===== config.mk =====
export PLATFORM = sky130hd
export DESIGN_NAME = text_encoding_detector_core
export DESIGN_NICKNAME = d
export VERILOG_FILES = /design/src/rtl/ted_pkg.sv /design/src/rtl/text_encoding_detector_core.sv
export SDC_FILE = /design/constraint.sdc
export NUM_CORES = 1
export LEC_CHECK = 0
export BUFFER_PORTS_ARGS = -buffer_cell sky130_fd_sc_hd__buf_2
export CELL_PAD_IN_SITES_DETAIL_PLACEMENT = 0
export CELL_PAD_IN_SITES_GLOBAL_PLACEMENT = 1
export CORE_UTILIZATION = 47
export DETAILED_ROUTE_END_ITERATION = 10
export PLACE_DENSITY_LB_ADDON = 0.12
export SLEW_MARGIN = 20
export SYNTH_ARGS = -nofsm -noshare
export SYNTH_HDL_FRONTEND = slang
export SYNTH_SLANG_ARGS = --single-unit

===== constraint.sdc =====
create_clock -name clk -period 6.6 [get_ports clk]
set_input_delay 1.32 -clock clk [delete_from_list [all_inputs] [get_ports clk]]
set_output_delay 1.32 -clock clk [all_outputs]
set_load 0.005 [all_outputs]

===== src/rtl/ted_pkg.sv =====
package ted_pkg;

  localparam int unsigned DATA_W  = 8;
  localparam int unsigned SCORE_W = 21;
  localparam int unsigned ENC_W   = 4;
  localparam int unsigned OUT_W   = 48;

  localparam longint unsigned MAX_SCORE_DEF = 64'd1048576;
  localparam longint unsigned SCORE_FIELD_MAX = 64'd2097151;

  typedef enum logic [ENC_W-1:0] {
    ENC_UNKNOWN  = 4'd0,
    ENC_ASCII    = 4'd1,
    ENC_UTF8_BOM = 4'd2,
    ENC_UTF32LE  = 4'd3,
    ENC_UTF32BE  = 4'd4,
    ENC_UTF16LE  = 4'd5,
    ENC_UTF16BE  = 4'd6,
    ENC_UTF8     = 4'd7,
    ENC_SJIS     = 4'd8
  } enc_t;

  typedef logic [SCORE_W-1:0] score_t;
  typedef logic [DATA_W-1:0]  byte_t;

  // number of continuation bytes a strict utf-8 lead byte calls for
  function automatic logic [1:0] utf8_extra(input byte_t b);
    logic [1:0] x;
    x = 2'd0;
    if (b >= 8'hC2 && b <= 8'hDF) x = 2'd1;
    else if (b >= 8'hE0 && b <= 8'hEF) x = 2'd2;
    else if (b >= 8'hF0 && b <= 8'hF4) x = 2'd3;
    return x;
  endfunction

  function automatic score_t score_add(input score_t s, input logic [2:0] n,
                                       input score_t cap);
    logic [SCORE_W:0] v;
    v = {1'b0, s} + {{(SCORE_W-2){1'b0}}, n};
    if (v > {1'b0, cap}) v = {1'b0, cap};
    return v[SCORE_W-1:0];
  endfunction

endpackage


===== src/rtl/text_encoding_detector_core.sv =====
// Text encoding detector. Bytes of one buffer enter on the in_ stream, one per transaction,
// with in_tlast on the last byte; on that byte one verdict leaves on the out_ stream and all
// detection state returns to its reset values for the next buffer. The verdict is a BOM
// match on the first bytes (utf-8, utf-32le, utf-32be, utf-16le, utf-16be in that order),
// else ascii, else strict utf-8 against shift-jis (cp932) by score; both saturating scores
// are always reported. One byte per cycle is accepted: each byte passes an input register,
// then compare and counter-update logic, and (for the last byte) the result register that
// drives out_tdata. Only the last byte of a buffer waits on a full result register.
module text_encoding_detector_core #(
  parameter longint unsigned MAX_SCORE = ted_pkg::MAX_SCORE_DEF
) (
  input  logic                       clk,
  input  logic                       rst_n,
  input  logic                       in_tvalid,
  output logic                       in_tready,
  input  logic [ted_pkg::DATA_W-1:0] in_tdata,   // [7:0] data_byte
  input  logic                       in_tlast,
  output logic                       out_tvalid,
  input  logic                       out_tready,
  output logic [ted_pkg::OUT_W-1:0]  out_tdata   // [3:0] encoding, [24:4] utf8_points,
                                                 // [45:25] sjis_points, [47:46] zero
);

  localparam longint unsigned CAP_L =
    (MAX_SCORE > ted_pkg::SCORE_FIELD_MAX) ? ted_pkg::SCORE_FIELD_MAX : MAX_SCORE;
  localparam ted_pkg::score_t SCORE_CAP = CAP_L[ted_pkg::SCORE_W-1:0];

  // input register
  logic           stg_vld_r;
  ted_pkg::byte_t stg_byte_r;
  logic           stg_last_r;

  // detection state
  ted_pkg::byte_t  head_r [4];
  logic [2:0]      seen_r;
  logic            ascii_r;
  logic [1:0]      u_rem_r;
  ted_pkg::byte_t  u_lead_r;
  logic            u_fail_r;
  ted_pkg::score_t u_score_r;
  logic            s_pend_r;
  logic            s_fail_r;
  ted_pkg::score_t s_score_r;

  // result register
  logic            out_vld_r;
  ted_pkg::enc_t   out_enc_r;
  ted_pkg::score_t out_u_r;
  ted_pkg::score_t out_s_r;

  ted_pkg::byte_t  head_nxt [4];
  logic [2:0]      seen_nxt;
  logic            ascii_nxt;
  logic [1:0]      u_rem_nxt;
  ted_pkg::byte_t  u_lead_nxt;
  logic            u_fail_nxt;
  ted_pkg::score_t u_score_nxt;
  logic            s_pend_nxt;
  logic            s_fail_nxt;
  ted_pkg::score_t s_score_nxt;
  ted_pkg::enc_t   enc_nxt;

  logic out_free;
  logic process;
  logic stg_take;

  assign out_free  = !out_vld_r || out_tready;
  assign process   = stg_vld_r && (!stg_last_r || out_free);
  assign in_tready = !stg_vld_r || process;
  assign stg_take  = in_tvalid && in_tready;

  assign out_tvalid = out_vld_r;
  assign out_tdata  = {2'b00, out_s_r, out_u_r, out_enc_r};

  always_comb begin
    ted_pkg::byte_t b;
    logic           last;
    logic [1:0]     x;
    ted_pkg::byte_t lo;
    ted_pkg::byte_t hi;
    b    = stg_byte_r;
    last = stg_last_r;
    x    = 2'd0;
    lo   = 8'h80;
    hi   = 8'hBF;

    for (int i = 0; i < 4; i++) head_nxt[i] = head_r[i];
    seen_nxt = seen_r;
    if (seen_r < 3'd4) begin
      head_nxt[seen_r[1:0]] = b;
      seen_nxt = seen_r + 3'd1;
    end
    ascii_nxt = ascii_r && (b <= 8'h7F);

    // strict utf-8
    u_rem_nxt   = u_rem_r;
    u_lead_nxt  = u_lead_r;
    u_fail_nxt  = u_fail_r;
    u_score_nxt = u_score_r;
    if (!u_fail_r) begin
      if (u_rem_r == 2'd0) begin
        if (b > 8'h7F) begin
          x = ted_pkg::utf8_extra(b);
          if (x == 2'd0 || last) begin
            u_fail_nxt = 1'b1;
          end else begin
            u_lead_nxt = b;
            u_rem_nxt  = x;
          end
        end
      end else begin
        x = ted_pkg::utf8_extra(u_lead_r);
        if (u_rem_r == x) begin
          if (u_lead_r == 8'hE0) lo = 8'hA0;
          else if (u_lead_r == 8'hED) hi = 8'h9F;
          else if (u_lead_r == 8'hF0) lo = 8'h90;
          else if (u_lead_r == 8'hF4) hi = 8'h8F;
        end
        if (b < lo || b > hi) begin
          u_fail_nxt = 1'b1;
        end else begin
          u_rem_nxt = u_rem_r - 2'd1;
          if (u_rem_r == 2'd1) begin
            u_score_nxt = ted_pkg::score_add(u_score_r, {1'b0, x} + 3'd1, SCORE_CAP);
          end else if (last) begin
            u_fail_nxt = 1'b1;
          end
        end
      end
    end

    // shift-jis with cp932 single bytes
    s_pend_nxt  = s_pend_r;
    s_fail_nxt  = s_fail_r;
    s_score_nxt = s_score_r;
    if (!s_fail_r) begin
      if (s_pend_r) begin
        s_pend_nxt = 1'b0;
        if ((b >= 8'h40 && b <= 8'h7E) || (b >= 8'h80 && b <= 8'hFC)) begin
          s_score_nxt = ted_pkg::score_add(s_score_r, 3'd2, SCORE_CAP);
        end else begin
          s_fail_nxt = 1'b1;
        end
      end else if (b <= 8'h80 || b == 8'hA0 || b >= 8'hFD) begin
        s_pend_nxt = 1'b0;
      end else if (b >= 8'hA1 && b <= 8'hDF) begin
        s_score_nxt = ted_pkg::score_add(s_score_r, 3'd1, SCORE_CAP);
      end else if (last) begin
        s_fail_nxt = 1'b1;
      end else begin
        s_pend_nxt = 1'b1;
      end
    end

    // verdict
    if (seen_nxt >= 3'd3 && head_nxt[0] == 8'hEF && head_nxt[1] == 8'hBB
        && head_nxt[2] == 8'hBF) begin
      enc_nxt = ted_pkg::ENC_UTF8_BOM;
    end else if (seen_nxt == 3'd4 && head_nxt[0] == 8'hFF && head_nxt[1] == 8'hFE
                 && head_nxt[2] == 8'h00 && head_nxt[3] == 8'h00) begin
      enc_nxt = ted_pkg::ENC_UTF32LE;
    end else if (seen_nxt == 3'd4 && head_nxt[0] == 8'h00 && head_nxt[1] == 8'h00
                 && head_nxt[2] == 8'hFE && head_nxt[3] == 8'hFF) begin
      enc_nxt = ted_pkg::ENC_UTF32BE;
    end else if (seen_nxt >= 3'd2 && head_nxt[0] == 8'hFF && head_nxt[1] == 8'hFE) begin
      enc_nxt = ted_pkg::ENC_UTF16LE;
    end else if (seen_nxt >= 3'd2 && head_nxt[0] == 8'hFE && head_nxt[1] == 8'hFF) begin
      enc_nxt = ted_pkg::ENC_UTF16BE;
    end else if (ascii_nxt) begin
      enc_nxt = ted_pkg::ENC_ASCII;
    end else if (!s_fail_nxt && (u_fail_nxt || s_score_nxt > u_score_nxt)) begin
      enc_nxt = ted_pkg::ENC_SJIS;
    end else if (!u_fail_nxt) begin
      enc_nxt = ted_pkg::ENC_UTF8;
    end else begin
      enc_nxt = ted_pkg::ENC_UNKNOWN;
    end
  end

  always_ff @(posedge clk) begin
    if (!rst_n) begin
      stg_vld_r <= 1'b0;
    end else if (stg_take) begin
      stg_vld_r <= 1'b1;
    end else if (process) begin
      stg_vld_r <= 1'b0;
    end
    if (stg_take) begin
      stg_byte_r <= in_tdata;
      stg_last_r <= in_tlast;
    end
  end

  always_ff @(posedge clk) begin
    if (!rst_n || (process && stg_last_r)) begin
      for (int i = 0; i < 4; i++) head_r[i] <= '0;
      seen_r    <= '0;
      ascii_r   <= 1'b1;
      u_rem_r   <= '0;
      u_lead_r  <= '0;
      u_fail_r  <= 1'b0;
      u_score_r <= '0;
      s_pend_r  <= 1'b0;
      s_fail_r  <= 1'b0;
      s_score_r <= '0;
    end else if (process) begin
      for (int i = 0; i < 4; i++) head_r[i] <= head_nxt[i];
      seen_r    <= seen_nxt;
      ascii_r   <= ascii_nxt;
      u_rem_r   <= u_rem_nxt;
      u_lead_r  <= u_lead_nxt;
      u_fail_r  <= u_fail_nxt;
      u_score_r <= u_score_nxt;
      s_pend_r  <= s_pend_nxt;
      s_fail_r  <= s_fail_nxt;
      s_score_r <= s_score_nxt;
    end
  end

  always_ff @(posedge clk) begin
    if (!rst_n) begin
      out_vld_r <= 1'b0;
    end else if (process && stg_last_r) begin
      out_vld_r <= 1'b1;
    end else if (out_tready) begin
      out_vld_r <= 1'b0;
    end
    if (process && stg_last_r) begin
      out_enc_r <= enc_nxt;
      out_u_r   <= u_score_nxt;
      out_s_r   <= s_score_nxt;
    end
  end

endmodule


Word-level counts from Yosys, hierarchy flattened:

Memories as Yosys holds them, arrays and structs flattened.
Index checks and enable logic that the tools add are counted.

* bits of input ports: 13
* memories: 1
* bits in registers: 116
* word-level logic and storage cells: 224
* bits in writable memories: 32
* output and inout bits: 50

* bitwise logic cells: 8
* reductions and logical operators: 58
* add/sub/neg operators: 6
* equal/unequal tests: 20
* muxes and demuxes: 81
* $lt $le $gt $ge: 32

Memory list
* head_r: depth 4, width 8, read ports 4, clocked after memory_dff 0, write ports 4, line text_encoding_detector_core.sv:34 `ted_pkg::byte_t head_r [4];`

Operators with widths (count)
* $mux 21: 12
* $eq 8x8->1 const B: 14
* $ge 8x8->1 const B: 9
* $mux 8: 9
* $gt 22x21->1 const B: 3
* $le 8x8->1 const B: 8
* $mux 6: 7
* $bwmux 32: 1
* $logic_not 8->1: 4
* $mux 32: 1
* $logic_and 1x1->1: 30
* $mux 2: 15
* $mux 1: 26
* $add 21x1->22 const B: 1
* $add 21x2->22 const B: 1
* $add 21x3->22: 1
* $gt 21x21->1: 1
* $mux 3: 6
* $demux 8 s2: 1
* $le 8x7->1 const B: 2
* $logic_or 1x1->1: 10
* $mux 5: 2
* $reduce_and 5->1: 2
* $ge 8x7->1 const B: 1
* other kinds (25): 38

Longest topological paths before layout:

* depth after elaboration: 25
* gate-level depth with buffers: 26
* mapped depth without buffers: 25

Worst setup path after synthesis:

OpenSTA, ideal clock, no wires.

* path kind: register to register
* start: reg u_lead_r[0]
* end: reg out_enc_r[1], data pin
* stages on the path, launching flop included: 26
* setup slack: 1.492 ns
* arrival: 4.976 ns
* path buffers: 1
* cells stage by stage: dfxtp_1 > o21a_1 > o22ai_1 > nand3_1 > ha_1 > inv_1 > fa_1 > nand3_1 > nor3_1 > and4_1 > and3_1 > mux2_2 > o31ai_1 > nand2_1 > buf_2 > o31a_1 > ha_1 > a21o_1 > a21o_1 > a21oi_1 > nand2_1 > o21ai_0 > a31oi_1 > a211oi_1 > o21ai_0 > nand2b_1

* word-level cells in the longest chain between the ends: 24
* elaborated cells on any way between the ends: 55
* those cells by class: add/sub: 2; order compare: 10; eq/ne: 5; mux: 32; reduce/logical: 6

RTL lines
* start, declared: line text_encoding_detector_core.sv:38 `ted_pkg::byte_t u_lead_r;`
* start signal, assigned: line text_encoding_detector_core.sv:211 `u_lead_r <= u_lead_nxt;`
* branches (longest 19 deep; another with $add 21x3->22)
* $mux 4 *: line text_encoding_detector_core.sv:171 `end else if (!s_fail_nxt && (u_fail_nxt || s_score_nxt > u_score_nxt)) begin`
* $mux 3 *: line text_encoding_detector_core.sv:169 `end else if (ascii_nxt) begin`
* $mux 3 *: line text_encoding_detector_core.sv:167 `end else if (seen_nxt >= 3'd2 && head_nxt[0] == 8'hFE && head_nxt[1] == 8'hFF) begin`
* $mux 3 *: line text_encoding_detector_core.sv:165 `end else if (seen_nxt >= 3'd2 && head_nxt[0] == 8'hFF && head_nxt[1] == 8'hFE) begin`
* $mux 3 *: line text_encoding_detector_core.sv:162 `end else if (seen_nxt == 3'd4 && head_nxt[0] == 8'h00 && head_nxt[1] == 8'h00`
* end signal, assigned: line text_encoding_detector_core.sv:229 `out_enc_r <= enc_nxt;`
* end, declared: line text_encoding_detector_core.sv:47 `ted_pkg::enc_t out_enc_r;`

Mark *: on every way between the ends. The select of a mux whose other input is x is not followed.
A chain may end at the register's enable or synchronous reset.

Final worst setup path:

* start: reg s_score_r[2]
* end: reg out_enc_r[1], data pin

* word-level cells in the longest chain between the ends: 15
* elaborated cells on any way between the ends: 19
* those cells by class: add/sub: 2; order compare: 3; mux: 12; reduce/logical: 2

RTL lines
* start, declared: line text_encoding_detector_core.sv:43 `ted_pkg::score_t s_score_r;`
* start signal, assigned: line text_encoding_detector_core.sv:216 `s_score_r <= s_score_nxt;`
* $add 21x1->22: line ted_pkg.sv:39 `v = {1'b0, s} + {{(SCORE_W-2){1'b0}}, n};`
* $gt 22x21->1: line ted_pkg.sv:40 `if (v > {1'b0, cap}) v = {1'b0, cap};`
* $mux 21: line ted_pkg.sv:40
* $mux 21: line text_encoding_detector_core.sv:146 `end else if (b >= 8'hA1 && b <= 8'hDF) begin`
* $mux 21: line text_encoding_detector_core.sv:144 `end else if (b <= 8'h80 || b == 8'hA0 || b >= 8'hFD) begin`
* $mux 21 *: line text_encoding_detector_core.sv:137 `if (s_pend_r) begin`
* $mux 21 *: line text_encoding_detector_core.sv:136 `if (!s_fail_r) begin`
* via s_score_nxt[9]: line text_encoding_detector_core.sv:60 `ted_pkg::score_t s_score_nxt;`
* $gt 21x21->1 *: line text_encoding_detector_core.sv:171
* $logic_or 1x1->1 *: line text_encoding_detector_core.sv:171
* $logic_and 1x1->1 *: line text_encoding_detector_core.sv:171
* $mux 4 *: line text_encoding_detector_core.sv:171
* $mux 3 *: line text_encoding_detector_core.sv:169
* $mux 3 *: line text_encoding_detector_core.sv:167
* $mux 3 *: line text_encoding_detector_core.sv:165
* $mux 3 *: line text_encoding_detector_core.sv:162

The timed path passes the listed nets; every way through them passes the cells marked *.

==> flow_summary.toml <==
[status]
status = "completed"

[critical_path]
setup.worst_path.class = "flop to flop"
reg2reg_from = "s_score_r[2]"
end_kind = "flop"
startpoint = "s_score_r[2]"
critPathArrivalTime_ps = 6340
start_kind = "flop"
critPathMaxFanout = 17
crit_required_ps = 6780

[global_routing]
grt_use_total_pct = 29.8
first_global_vias = 8451
grtUsageMet3_pct = 5.96
grt_max_degree = 48
use_met2_pct = 43.0
grt.overflow.total = 0
grt_pass1_wl_mm = 49.8
antenna_found_initial = 0
grt_util_met1_pct = 44.0
busiest_layer = "met1"

[layout]
area_growth_pct = 11.7
layout-drive-gt1-share_pct = 12.7
final_cell_count_no_fill = 1507
nFillCells = 1986
final_nets = 1271
antenna_cells = 0

[pwr]
p_sw_share_pct = 27.6
p_leak_nw = 4.34
seq_power_share_pct = 47.0
clkPwrFrac_pct = 45.8
power_density_nw_per_um2 = 194
combPwrFrac_pct = 7.2
p_int_w = 0.00156
peakVddDrop_v = 0.000155
p_switching_w = 0.000596

[clock_network]
clockBufferDepth = 2
cts_tree = "yes"
clockRootBuffer = "clkbuf_16"
worstSkewPairLatency_ps = 430
htree_levels = 4
cts-buffers-inserted = 17
post-cts-setup-buffer-count = 0
cts.sink_count = 148
clk_pin_slew_worst_paths_ps = 70

[die]
core_um2 = 20500
die_area_um2 = 21800
start_util_pct = 48.6
row_count = 52
die_w_um = 148
fp.dieH_um = 148
pin_count = 63

[synth]
yosysUniqueCellTypes = 84
ys_top_cells_by_count = "nand2_1, o21ai_0, nor2_1, edfxtp_1, a21oi_1"
ys_seq_elements = 148
syn_area_um2 = 9960
yosys_warnings = 0
synth_async_sr_flop_share_pct = 0
synth_edf_count = 87
avgSynthCellArea_um2 = 8.31
synth_most_common_cell = "nand2_1"
seq_area_frac_synth_pct = 38.5
synth.top_cell.area_share_pct = 26.2
synth-main-ff-cell = "edfxtp_1"
synth_cells = 1198
synth_largest_area_cell = "edfxtp_1"
netlist_top_cells_area = "edfxtp_1, dfxtp_1, nand2_1"

[drt]
wl_per_cell_um = 21.2
drt-total-wl_mm = 32.0
drc = 0
via_per_inst = 6.26
ant_nets = 0
dr.pass1.iters = 5
vias = 9435
drt_iter0_markers = 837

[timing]
whs_ps = 445
tns_ps = 0
worstMarginPinSlew_ps = 1020
finalMaxSlewViolations = 0
period_minus_slack_ps = 6160
fmax_mhz = 162
fin_crit_sh_pct = 93.4
max_slew_margin_pct = 32.0
finalClockSkew_ps = 12.5
final-hold-violation-count = 0
setup_viol = 0

[run]
cap_violations = 0

[place]
port-buffer-count = 60
gp_congestion = 0.984
post-place-cells = 1475
hpwl_mm = 23.3

[min_path]
hp-class = "flop to flop"
holdCritStartpoint = "ascii_r"
-- sequential cells by signal, summed over array words and instances (netlist names), 2 cells and up --
signal	count
head_r	32
out_enc_r	4
out_s_r	21
out_u_r	21
s_score_r	21
seen_r	3
stg_byte_r	8
u_lead_r	8
u_rem_r	2
u_score_r	21
-- cells by family (layout without fill, tap and decap cells) --
kind of cell / after synthesis / in the layout / synth area share (%)
flip-flops: 148 / 148 / 38.5
XOR/XNOR: 25 / 25 / 2.20
other: 1 / 2 / 0.0377
buffers and inverters: 140 / 178 / 5.68
AO/OA/AOI/OAI: 345 / 345 / 22.2
multiplexers: 21 / 21 / 2.17
adder cells (fa/ha/maj): 34 / 34 / 4.35
AND/OR/NAND/NOR: 484 / 484 / 24.9
-- layout by cell type (no fill, tap or decap), types with 19 or more instances in the layout --
cell      instances
nand2_1         151
o21ai_0          98
nor2_1           92
edfxtp_1         87
a21oi_1          69
dfxtp_1          61
buf_2            60
inv_1            46
nor3_1           40
buf_4            37
nand3_1          33
ha_1             32
and3_1           25
nand4_1          22
nor4_1           20
xnor2_1          19
-- power by group through the flow --
stage	Combinational (W)	Sequential, W	Clock [W]
6_report	0.000156	0.00101	0.000987
5_1_grt	0.000171	0.00102	0.00104
4_1_cts	0.000153	0.00101	0.00100
3_5_place_dp	0.000152	0.00103	0
3_3_place_gp	0.000153	0.00103	0
2_1_floorplan	0.000101	0.00103	0
-- repair_timing --
item	in CTS	in global routing
hold buffers	0	0
endpoints found under the setup margin	0	4
gates resized for setup	0	7
-- cell type report --
class                   instances  area, um2  area share, %
well taps                     270        338           3.04
flip-flops and latches        148       3830           34.5
multi-input cells             911       5590           50.2
clock inverters                15        176           1.59
repair buffers                 97        578           5.20
clock buffers                  17        425           3.82
inverters                      49        184           1.65
-- path summary, 6_finish.rpt --
| check | slack, ps | end | cells after the start |
|---|---|---|---|
| max | 440 | out_enc_r[1] | 20 |
| min | 450 | ascii_r | 2 |
| max reg2reg | 440 | out_enc_r[1] | 20 |
| min reg2reg | 450 | ascii_r | 2 |
-- metrics by stage --
step	instance area [um2]	util, %	worst slack, ps	power (W)
6_report	11100	54.3	437	0.00216
5_1_grt	11100	54.3	-55.4	0.00223
4_1_cts	11100	54.2	229	0.00217
3_5_place_dp	10500	51.2	265	0.00119
3_3_place_gp	10500	51.2	368	0.00119
2_1_floorplan	9960	-	1490	0.00113
-- routing by layer --
layer / vias up / wire length, um / part of all wire [%]
li1: 4482 / - / -
met1: 4445 / 14700 / 46
met2: 463 / 13700 / 43
met3: 45 / 2770 / 8.7
met4: 0 / 760 / 2.4
met5: - / 0 / 0
-- worst max-delay path, cell delays in order, from the launching register on --
cell and delay [ps]:
dfxtp_1 580, ha_2 410, nand4_1 270, or3_1 450, a2111oi_1 550, o2111ai_1 240
or4_1 570, a21o_1 400, o31a_1 250, or2_1 270, o31ai_1 460, ha_1 240
a21o_1 110, a21o_1 100, a21oi_1 70, a21oi_1 120, o21ai_0 110, a31oi_2 300
a211oi_1 140, o21ai_0 190, nand2b_1 70
Note: power is estimated with default switching activity, not from simulation.
